`config.mk`:
```
export PLATFORM = sky130hd
export DESIGN_NAME = sur_integrality_gap_tracker_core
export DESIGN_NICKNAME = d
export VERILOG_FILES = /design/src/hdl/sigt_pkg.sv /design/src/hdl/sur_integrality_gap_tracker_core.sv /design/src/hdl/sigt_lane.sv /design/src/hdl/sigt_merge.sv
export SDC_FILE = /design/constraint.sdc
export NUM_CORES = 2
export LEC_CHECK = 0
export BUFFER_PORTS_ARGS = -buffer_cell sky130_fd_sc_hd__buf_2
export CORE_MARGIN = 2
export CORE_UTILIZATION = 40
export CTS_CLUSTER_DIAMETER = 40
export DETAILED_ROUTE_END_ITERATION = 8
export SYNTH_ARGS = -nofsm -noshare
export SYNTH_HDL_FRONTEND = slang
export SYNTH_SLANG_ARGS = --single-unit
```
`constraint.sdc`:
```
create_clock -name i_clk -period 10.6 [get_ports i_clk]
set_clock_uncertainty 0.15 [all_clocks]
set_input_delay 1.06 -clock i_clk [delete_from_list [all_inputs] [get_ports i_clk]]
set_output_delay 1.06 -clock i_clk [all_outputs]
set_load 0.02 [all_outputs]
```
`src/hdl/sigt_pkg.sv`:
```
// ----------------------------------------------------------------------------
// sigt_pkg - shared types and constants of the integrality gap tracker
// Field widths, pipeline stage count, the control structs that travel between
// the top level, the lanes and the merge stage, and the saturating adder.
// ----------------------------------------------------------------------------
package sigt_pkg;

    localparam int SIZE_W        = 16;
    localparam int ROW_W         = 4;
    localparam int FRAC_ROW_W    = 64;
    localparam int SUM_W         = 32;
    localparam int CHOSEN_W      = 2;
    localparam int DEF_LANES     = 4;
    localparam int DEF_FRAC_BITS = 16;
    localparam int NUM_STAGES    = 6;
    localparam int GROUP_W       = 4;

    // stage load strobes, one per pipeline stage
    typedef struct packed {
        logic [NUM_STAGES-1:0] ld;
    } t_stage_ld;

    // per-request data that rides beside the lane pipelines
    typedef struct packed {
        logic [SIZE_W-1:0]   size;
        logic [CHOSEN_W-1:0] chosen;
        logic                found;
        logic                last;
    } t_side;

    function automatic logic [SUM_W-1:0] sat_add(input logic [SUM_W-1:0] a,
                                                  input logic [SUM_W-1:0] b);
        logic [SUM_W:0] s;
        s = {1'b0, a} + {1'b0, b};
        return s[SUM_W] ? {SUM_W{1'b1}} : s[SUM_W-1:0];
    endfunction

endpackage

```
`src/hdl/sur_integrality_gap_tracker_core.sv`:
```
// ----------------------------------------------------------------------------
// sur_integrality_gap_tracker_core - sum-up-rounding integrality gap tracker
// Streams schedule cells and reports the running worst gap between the
// integral and relaxed control sums after every cell.
// ----------------------------------------------------------------------------
// Usage:
//   Input channel (i_in_valid / o_in_ready) carries one cell per request:
//   cell size, one-hot integral row, packed fractional row and a last flag.
//   Output channel (o_out_valid / i_out_ready) returns one result request per
//   cell: worst gap so far, chosen control (lowest set row bit) and the
//   sticky error flag raised by a row with no control set.
//   A cell passes the stages in order from acceptance to o_out_valid: product,
//   rounding, accumulation, per-lane gap, group maximum, then the worst-gap/result
//   register. Throughput is one cell per cycle while the receiver takes results,
//   set by the accumulate loop in each lane and the worst-gap compare in the merge.
//   Each stage advances whenever the stage after it is empty or moving, so a
//   stalled receiver first fills pipeline bubbles; o_in_ready drops only once
//   all six stages hold a request.
//   A cell flagged last reports its result, then all sums, the worst gap and
//   the error flag read as zero for the next run.
//   Reset empties the pipeline, marks the lane sums and the worst gap as cleared and clears the error flag.
// ----------------------------------------------------------------------------
module sur_integrality_gap_tracker_core #(
    parameter int LANES     = sigt_pkg::DEF_LANES,
    parameter int FRAC_BITS = sigt_pkg::DEF_FRAC_BITS
) (
    input  logic                              i_clk,
    input  logic                              i_rst_n,
    input  logic                              i_in_valid,
    output logic                              o_in_ready,
    input  logic [sigt_pkg::SIZE_W-1:0]       i_cell_size,
    input  logic [sigt_pkg::ROW_W-1:0]        i_control_onehot,
    input  logic [sigt_pkg::FRAC_ROW_W-1:0]   i_frac_row,
    input  logic                              i_last_cell,
    output logic                              o_out_valid,
    input  logic                              i_out_ready,
    output logic [sigt_pkg::SUM_W-1:0]        o_gap_cost,
    output logic [sigt_pkg::CHOSEN_W-1:0]     o_chosen_control,
    output logic                              o_not_integral
);
    import sigt_pkg::*;

    // only the first four lanes can be chosen by the integral row
    localparam int CTRL_LANES = (LANES < ROW_W) ? LANES : ROW_W;

    logic [NUM_STAGES-1:0] r_vld;
    logic [NUM_STAGES-1:0] rdy;
    t_stage_ld             ld;
    t_side                 in_side;
    t_side                 r_side [NUM_STAGES-1];
    logic [SUM_W-1:0]      gaps   [LANES];
    logic [LANES-1:0]      hit;

    // Stage handshake: advance a stage when its successor can take it.
    always_comb begin
        rdy[NUM_STAGES-1] = !r_vld[NUM_STAGES-1] || i_out_ready;
        for (int k = NUM_STAGES - 2; k >= 0; k--) begin
            rdy[k] = !r_vld[k] || rdy[k+1];
        end
        ld.ld[0] = i_in_valid && rdy[0];
        for (int k = 1; k < NUM_STAGES; k++) begin
            ld.ld[k] = r_vld[k-1] && rdy[k];
        end
    end

    always_ff @(posedge i_clk) begin
        if (!i_rst_n) begin
            r_vld <= '0;
        end else begin
            if (rdy[0]) begin
                r_vld[0] <= i_in_valid;
            end
            for (int k = 1; k < NUM_STAGES; k++) begin
                if (rdy[k]) begin
                    r_vld[k] <= r_vld[k-1];
                end
            end
        end
    end

    assign o_in_ready  = rdy[0];
    assign o_out_valid = r_vld[NUM_STAGES-1];

    // Pick the lowest set control; an empty row leaves found low.
    always_comb begin
        in_side.size   = i_cell_size;
        in_side.last   = i_last_cell;
        in_side.found  = 1'b0;
        in_side.chosen = '0;
        for (int b = CTRL_LANES - 1; b >= 0; b--) begin
            if (i_control_onehot[b]) begin
                in_side.found  = 1'b1;
                in_side.chosen = CHOSEN_W'(b);
            end
        end
    end

    // Carry the per-request side data alongside the lanes.
    always_ff @(posedge i_clk) begin
        if (ld.ld[0]) begin
            r_side[0] <= in_side;
        end
        for (int k = 1; k < NUM_STAGES - 1; k++) begin
            if (ld.ld[k]) begin
                r_side[k] <= r_side[k-1];
            end
        end
    end

    for (genvar i = 0; i < LANES; i++) begin : g_lane
        logic [FRAC_BITS-1:0] frac;

        // lanes that fall outside the packed row read a zero fraction
        if ((i + 1) * FRAC_BITS <= FRAC_ROW_W) begin : g_frac
            assign frac = i_frac_row[i*FRAC_BITS +: FRAC_BITS];
        end else begin : g_nofrac
            assign frac = '0;
        end

        if (i < ROW_W) begin : g_hit
            assign hit[i] = r_side[1].found && (r_side[1].chosen == CHOSEN_W'(i));
        end else begin : g_nohit
            assign hit[i] = 1'b0;
        end

        sigt_lane #(
            .FRAC_BITS (FRAC_BITS)
        ) u_lane (
            .i_clk       (i_clk),
            .i_rst_n     (i_rst_n),
            .i_ld        (ld),
            .i_size      (i_cell_size),
            .i_frac      (frac),
            .i_acc       (r_side[1]),
            .i_hit       (hit[i]),
            .i_gap_found (r_side[2].found),
            .o_gap       (gaps[i])
        );
    end

    sigt_merge #(
        .LANES (LANES)
    ) u_merge (
        .i_clk            (i_clk),
        .i_rst_n          (i_rst_n),
        .i_ld             (ld),
        .i_gaps           (gaps),
        .i_side           (r_side[NUM_STAGES-2]),
        .o_gap_cost       (o_gap_cost),
        .o_chosen_control (o_chosen_control),
        .o_not_integral   (o_not_integral)
    );

endmodule

```
`src/hdl/sigt_lane.sv`:
```
// ----------------------------------------------------------------------------
// sigt_lane - one control lane
// Multiply cell size by the lane fraction, round to Q17.1, accumulate the
// relaxed and integral sums and register the absolute gap between them.
// ----------------------------------------------------------------------------
module sigt_lane #(
    parameter int FRAC_BITS = sigt_pkg::DEF_FRAC_BITS
) (
    input  logic                          i_clk,
    input  logic                          i_rst_n,
    input  sigt_pkg::t_stage_ld           i_ld,
    input  logic [sigt_pkg::SIZE_W-1:0]   i_size,
    input  logic [FRAC_BITS-1:0]          i_frac,
    input  sigt_pkg::t_side               i_acc,
    input  logic                          i_hit,
    input  logic                          i_gap_found,
    output logic [sigt_pkg::SUM_W-1:0]    o_gap
);
    import sigt_pkg::*;

    localparam int PROD_W = SIZE_W + FRAC_BITS;
    localparam int Q_W    = SIZE_W + 2;
    localparam logic [PROD_W:0] RND = (PROD_W+1)'(1) << (FRAC_BITS - 2);

    logic [PROD_W-1:0] r_prod;
    logic [Q_W-1:0]    r_q;
    logic [SUM_W-1:0]  r_int;
    logic [SUM_W-1:0]  r_rel;
    logic              r_clr;
    logic [SUM_W-1:0]  r_gap;

    logic [PROD_W:0]   rnd_sum;
    logic [SUM_W-1:0]  base_int;
    logic [SUM_W-1:0]  base_rel;

    assign rnd_sum  = {1'b0, r_prod} + RND;
    assign base_int = r_clr ? '0 : r_int;
    assign base_rel = r_clr ? '0 : r_rel;

    always_ff @(posedge i_clk) begin
        if (i_ld.ld[0]) begin
            r_prod <= PROD_W'(i_size) * PROD_W'(i_frac);
        end
        if (i_ld.ld[1]) begin
            r_q <= rnd_sum[FRAC_BITS-1 +: Q_W];
        end
        if (i_ld.ld[2] && i_acc.found) begin
            r_rel <= sat_add(base_rel, SUM_W'(r_q));
            r_int <= i_hit ? sat_add(base_int, SUM_W'(i_acc.size)) : base_int;
        end
        if (i_ld.ld[3]) begin
            if (!i_gap_found) begin
                r_gap <= '0;
            end else if (r_int >= r_rel) begin
                r_gap <= r_int - r_rel;
            end else begin
                r_gap <= r_rel - r_int;
            end
        end
    end

    // sums read as zero while the clear mark is set; an empty row keeps it
    always_ff @(posedge i_clk) begin
        if (!i_rst_n) begin
            r_clr <= 1'b1;
        end else if (i_ld.ld[2]) begin
            r_clr <= i_acc.last || (r_clr && !i_acc.found);
        end
    end

    assign o_gap = r_gap;

    a_rel_grows: assert property (@(posedge i_clk) disable iff (!i_rst_n)
        (i_ld.ld[2] && i_acc.found && !r_clr) |=> (r_rel >= $past(r_rel)))
        else $error("relaxed sum decreased without a clear");

    a_empty_holds: assert property (@(posedge i_clk) disable iff (!i_rst_n)
        (i_ld.ld[2] && !i_acc.found) |=> ($stable(r_int) && $stable(r_rel)))
        else $error("empty row changed a lane sum");

    a_int_other: assert property (@(posedge i_clk) disable iff (!i_rst_n)
        (i_ld.ld[2] && i_acc.found && !i_hit && !r_clr) |=> $stable(r_int))
        else $error("integral sum of an unchosen lane changed");

endmodule

```
`src/hdl/sigt_merge.sv`:
```
// ----------------------------------------------------------------------------
// sigt_merge - combine lane gaps into the running worst gap
// Take the maximum within groups of lanes, then across groups and the stored
// worst gap; hold the sticky error flag and the result register.
// ----------------------------------------------------------------------------
module sigt_merge #(
    parameter int LANES = sigt_pkg::DEF_LANES
) (
    input  logic                            i_clk,
    input  logic                            i_rst_n,
    input  sigt_pkg::t_stage_ld             i_ld,
    input  logic [sigt_pkg::SUM_W-1:0]      i_gaps [LANES],
    input  sigt_pkg::t_side                 i_side,
    output logic [sigt_pkg::SUM_W-1:0]      o_gap_cost,
    output logic [sigt_pkg::CHOSEN_W-1:0]   o_chosen_control,
    output logic                            o_not_integral
);
    import sigt_pkg::*;

    localparam int GROUPS = (LANES + GROUP_W - 1) / GROUP_W;

    logic [SUM_W-1:0]    grp_max [GROUPS];
    logic [SUM_W-1:0]    r_grp   [GROUPS];
    logic [SUM_W-1:0]    all_max;
    logic [SUM_W-1:0]    worst_eff;
    logic [SUM_W-1:0]    r_worst;
    logic                r_err;
    logic                r_wclr;
    logic [CHOSEN_W-1:0] r_chosen;

    always_comb begin
        for (int g = 0; g < GROUPS; g++) begin
            grp_max[g] = '0;
            for (int k = 0; k < GROUP_W; k++) begin
                if (g * GROUP_W + k < LANES) begin
                    if (i_gaps[g * GROUP_W + k] > grp_max[g]) begin
                        grp_max[g] = i_gaps[g * GROUP_W + k];
                    end
                end
            end
        end
    end

    assign worst_eff = r_wclr ? '0 : r_worst;

    always_comb begin
        all_max = worst_eff;
        for (int g = 0; g < GROUPS; g++) begin
            if (r_grp[g] > all_max) begin
                all_max = r_grp[g];
            end
        end
    end

    always_ff @(posedge i_clk) begin
        if (i_ld.ld[4]) begin
            r_grp <= grp_max;
        end
        if (i_ld.ld[5]) begin
            r_worst  <= all_max;
            r_chosen <= i_side.found ? i_side.chosen : '0;
        end
    end

    always_ff @(posedge i_clk) begin
        if (!i_rst_n) begin
            r_wclr <= 1'b1;
            r_err  <= 1'b0;
        end else if (i_ld.ld[5]) begin
            r_wclr <= i_side.last;
            r_err  <= (r_err && !r_wclr) || !i_side.found;
        end
    end

    assign o_gap_cost       = r_worst;
    assign o_chosen_control = r_chosen;
    assign o_not_integral   = r_err;

    a_worst_grows: assert property (@(posedge i_clk) disable iff (!i_rst_n)
        (i_ld.ld[5] && !r_wclr) |=> (r_worst >= $past(r_worst)))
        else $error("worst gap decreased within a run");

    a_err_sticky: assert property (@(posedge i_clk) disable iff (!i_rst_n)
        (i_ld.ld[5] && !r_wclr && r_err) |=> r_err)
        else $error("error flag dropped within a run");

    a_empty_worst: assert property (@(posedge i_clk) disable iff (!i_rst_n)
        (i_ld.ld[5] && !i_side.found && !r_wclr) |=> $stable(r_worst))
        else $error("empty row changed the worst gap");

endmodule

```
==> results.toml <==
[status]
status = "complete, no violations"

[routing]
wl_per_cell_um = 19.59
viasPerCell = 5.418
num_vias = 65340
antenna_left = 0
drtPass1Iterations = 6
drt_iter0_drc = 5030
drc = 0
routed_wl_um = 236200

[grt]
overflow = 0
grt_pass1_wl_um = 375400
grt_max_degree = 115
track_usage_pct = 22.17
grt_pass1_vias = 66820
antenna_found_initial = 13

[placed_design]
port_buffers = 125
placed_area_um2 = 86520
dp_hpwl_um = 184800
gp_congestion = 0.9297

[clocking]
htree_num_levels = 3
clock_path_buffers = 3
cts.sinks = 658
clkLatencyLatePin_ns = 0.78
post_cts_buffers = 0
hold_buffers = 0
numCtsBuffers = 119
path_clk_slew_ns = 0.06
cts.repair.resized = 0
clock-root-buffer = "clkbuf_16"
tritoncts = "built"

[yosys]
synth_nets = 11040
synth_cell_type_count = 99
synth_ff_type = "edfxtp_1"
synth_area_per_cell_um2 = 9.025
yosysWarnings = 0
ys_ff_latch = 658
synthArstFlopShare_pct = 0
netlist_area_um2 = 83420
syn_inst = 9243
synth_edf_count = 646
yosysSeqAreaShare_pct = 23.54

[timing]
report.final.hold_viol_count = 0
rsz0062_at_grt = "no"
relSlewSlack_pct = 20.81
clock.fmax_mhz = 116.4
final_max_slew_viol_count = 0
period_share_pct = 81.04
setup_viol = 0
fin_crit_ns = 8.590
fin_tns_setup_ns = 0
worst_pin_slew_ns = 1.188

[floorplanning]
io_pins = 126
die_y_um = 460.7
die_area_um2 = 212200
die_x_um = 460.7
num_rows = 167
core_area_um2 = 207300
start_util_pct = 40.24

[worst_setup_path]
crit_slowest_cell = "a31o_2"
cp_slowest_stage_delay_ns = 0.88
path_common_cell = "ha_1"
reg2reg_setup_slack_ns = 2.01
worstPathRequired_ns = 10.98
startpoint_type = "flop"
worstSetupPathType = "flop to flop"
critPathCaptureType = "flop"
crit_arrival_ns = 8.97
critPathMaxFanout = 32

[hold_path]
hp-class = "flop to flop"

[job]
drv_cap = 0

[pwr]
p_per_area_nw_per_um2 = 207.1
peakVddDrop_uv = 336.9
p_leak_nw = 41.96

[cells_and_area]
areaGrowthSynthToFinish_pct = 8.787
finish.instance_area_um2 = 90740
utilization_pct = 43.78
drive_gt1_share_pct = 5.716
final_nets = 10970
-- layout by cell type (no fill, tap or decap), types with 130 or more instances in the layout --
cell type  count
fa_1         788
nand3_1      141
a21oi_1      467
nand2_1     1053
edfxtp_1     646
xor2_1       131
ha_1         923
mux2i_1      151
a21o_1       234
o21ai_0      347
nor3_1       130
nor2_1       583
xnor2_1      280
inv_1       1405
and2_1       414
-- power breakdown --
part	internal, mW	switching [mW]
sequential	3.69	0.230
clock	2.43	1.55
combinational	4.66	6.24
total	10.8	8.02
-- state kept, by name, summed over array words and instances, names as in the netlist --
signal,flops
g_lane.u_lane.o_gap,128
g_lane.u_lane.r_clr,4
g_lane.u_lane.r_int,128
g_lane.u_lane.r_prod,72
g_lane.u_lane.r_q,72
g_lane.u_lane.r_rel,128
r_side,52
r_vld,6
u_merge.o_chosen_control,2
u_merge.o_gap_cost,32
u_merge.o_not_integral,1
u_merge.r_grp,32
u_merge.r_wclr,1
-- worst max-delay path, delay by kind of cell, from the launching register on --
kind | cells | cell delay, ns
AOI/OAI and AO/OA | 10 | 3.24
and+or+nand+nor | 9 | 1.76
muxes | 3 | 1.17
buffers and inverters | 3 | 0.80
adders and majority gates | 3 | 0.79
DFF | 1 | 0.41
-- synthesized netlist by cell type, types with 18 or more instances --
master    count  share of area [%]
and3_1       53               0.40
mux2i_1     151                1.8
fa_1        788                 19
nand2b_1    120               0.90
a21boi_0     18               0.16
or2_2        23               0.17
nand4_1     124               0.93
nor2_1      584                2.6
o31ai_1      19               0.17
nor3_1      130               0.78
nand2_1    1053                4.7
a21oi_1     468                2.8
nand3_1     141               0.85
and2_1      414                3.1
ha_1        923                 14
xnor2_1     280                2.9
nor4_1       25               0.19
or3_1        37               0.28
nor2b_1      74               0.55
clkbuf_1    325                1.5
o211ai_1     57               0.51
edfxtp_1    646                 23
inv_1      1406                6.3
a21o_1      234                2.1
o21ai_0     347                2.1
xor2_1      131                1.4
buf_2        29               0.17
a31oi_1      59               0.44
o21bai_1     80               0.72
a211oi_1     60               0.54
mux2_2       51               0.69
o21a_1       80               0.72
-- cell families (layout without fill, tap and decap cells) --
kind of cell               count (synthesis)  in the layout  share of synthesized area (%)
xor gates and xnor gates                 411            411                          4.315
muxes                                    202            202                          2.500
other                                      0              1                              0
AOI/OAI and AO/OA                       1602           1602                          12.21
adders and majority gates               1711           1711                          32.76
DFF                                      658            658                          23.54
buffers and inverters                   1794           1823                          8.266
and+or+nand+nor                         2865           2865                          16.41
-- metal layers --
metal | share of wire, % | vias up | track usage, %
li1 | - | 30640 | -
met2 | 46 | 1989 | 36.51
met1 | 45 | 32340 | 30.64
met5 | 0.039 | - | 0
met4 | 2.7 | 14 | 6.073
met3 | 5.6 | 360 | 2.676
-- worst paths after layout --
check / start / to / cells after the start
setup / recovery: g_lane[1].u_lane.o_gap[14]$_SDFFCE_PN0P_ / u_merge.r_grp[0]$_DFFE_PP_ / 28
hold / removal: r_side[0][16]$_DFFE_PP_ / r_side[1][16]$_DFFE_PP_ / 0
setup reg to reg: g_lane[1].u_lane.o_gap[14]$_SDFFCE_PN0P_ / u_merge.r_grp[0]$_DFFE_PP_ / 28
hold reg to reg: r_side[0][16]$_DFFE_PP_ / r_side[1][16]$_DFFE_PP_ / 0
-- through the flow --
stage / instances / power, mW / hold WS (ns) / setup WS (ns)
2_1_floorplan: 9243 / 11.89 / 0.2503 / 1.544
3_3_place_gp: 11830 / 14.59 / 0.2515 / 1.962
3_5_place_dp: 11830 / 14.83 / 0.2563 / 1.860
4_1_cts: 12060 / 18.95 / 0.2623 / 2.016
5_1_grt: 12060 / 20.60 / 0.2711 / 1.514
6_report: 12060 / 18.79 / 0.2605 / 2.010
-- cell type report --
class | instances | area, µm²
Fill cell | 20260 | 116500
Multi-Input combinational cell | 6791 | 56960
Sequential cell | 658 | 19640
Inverter | 1407 | 5290
Tap cell | 2788 | 3488
Clock buffer | 129 | 3058
Clock inverter | 99 | 1169
Timing Repair Buffer | 188 | 1136
Antenna cell | 1 | 2.502
Note: power is estimated with default switching activity, not from simulation.
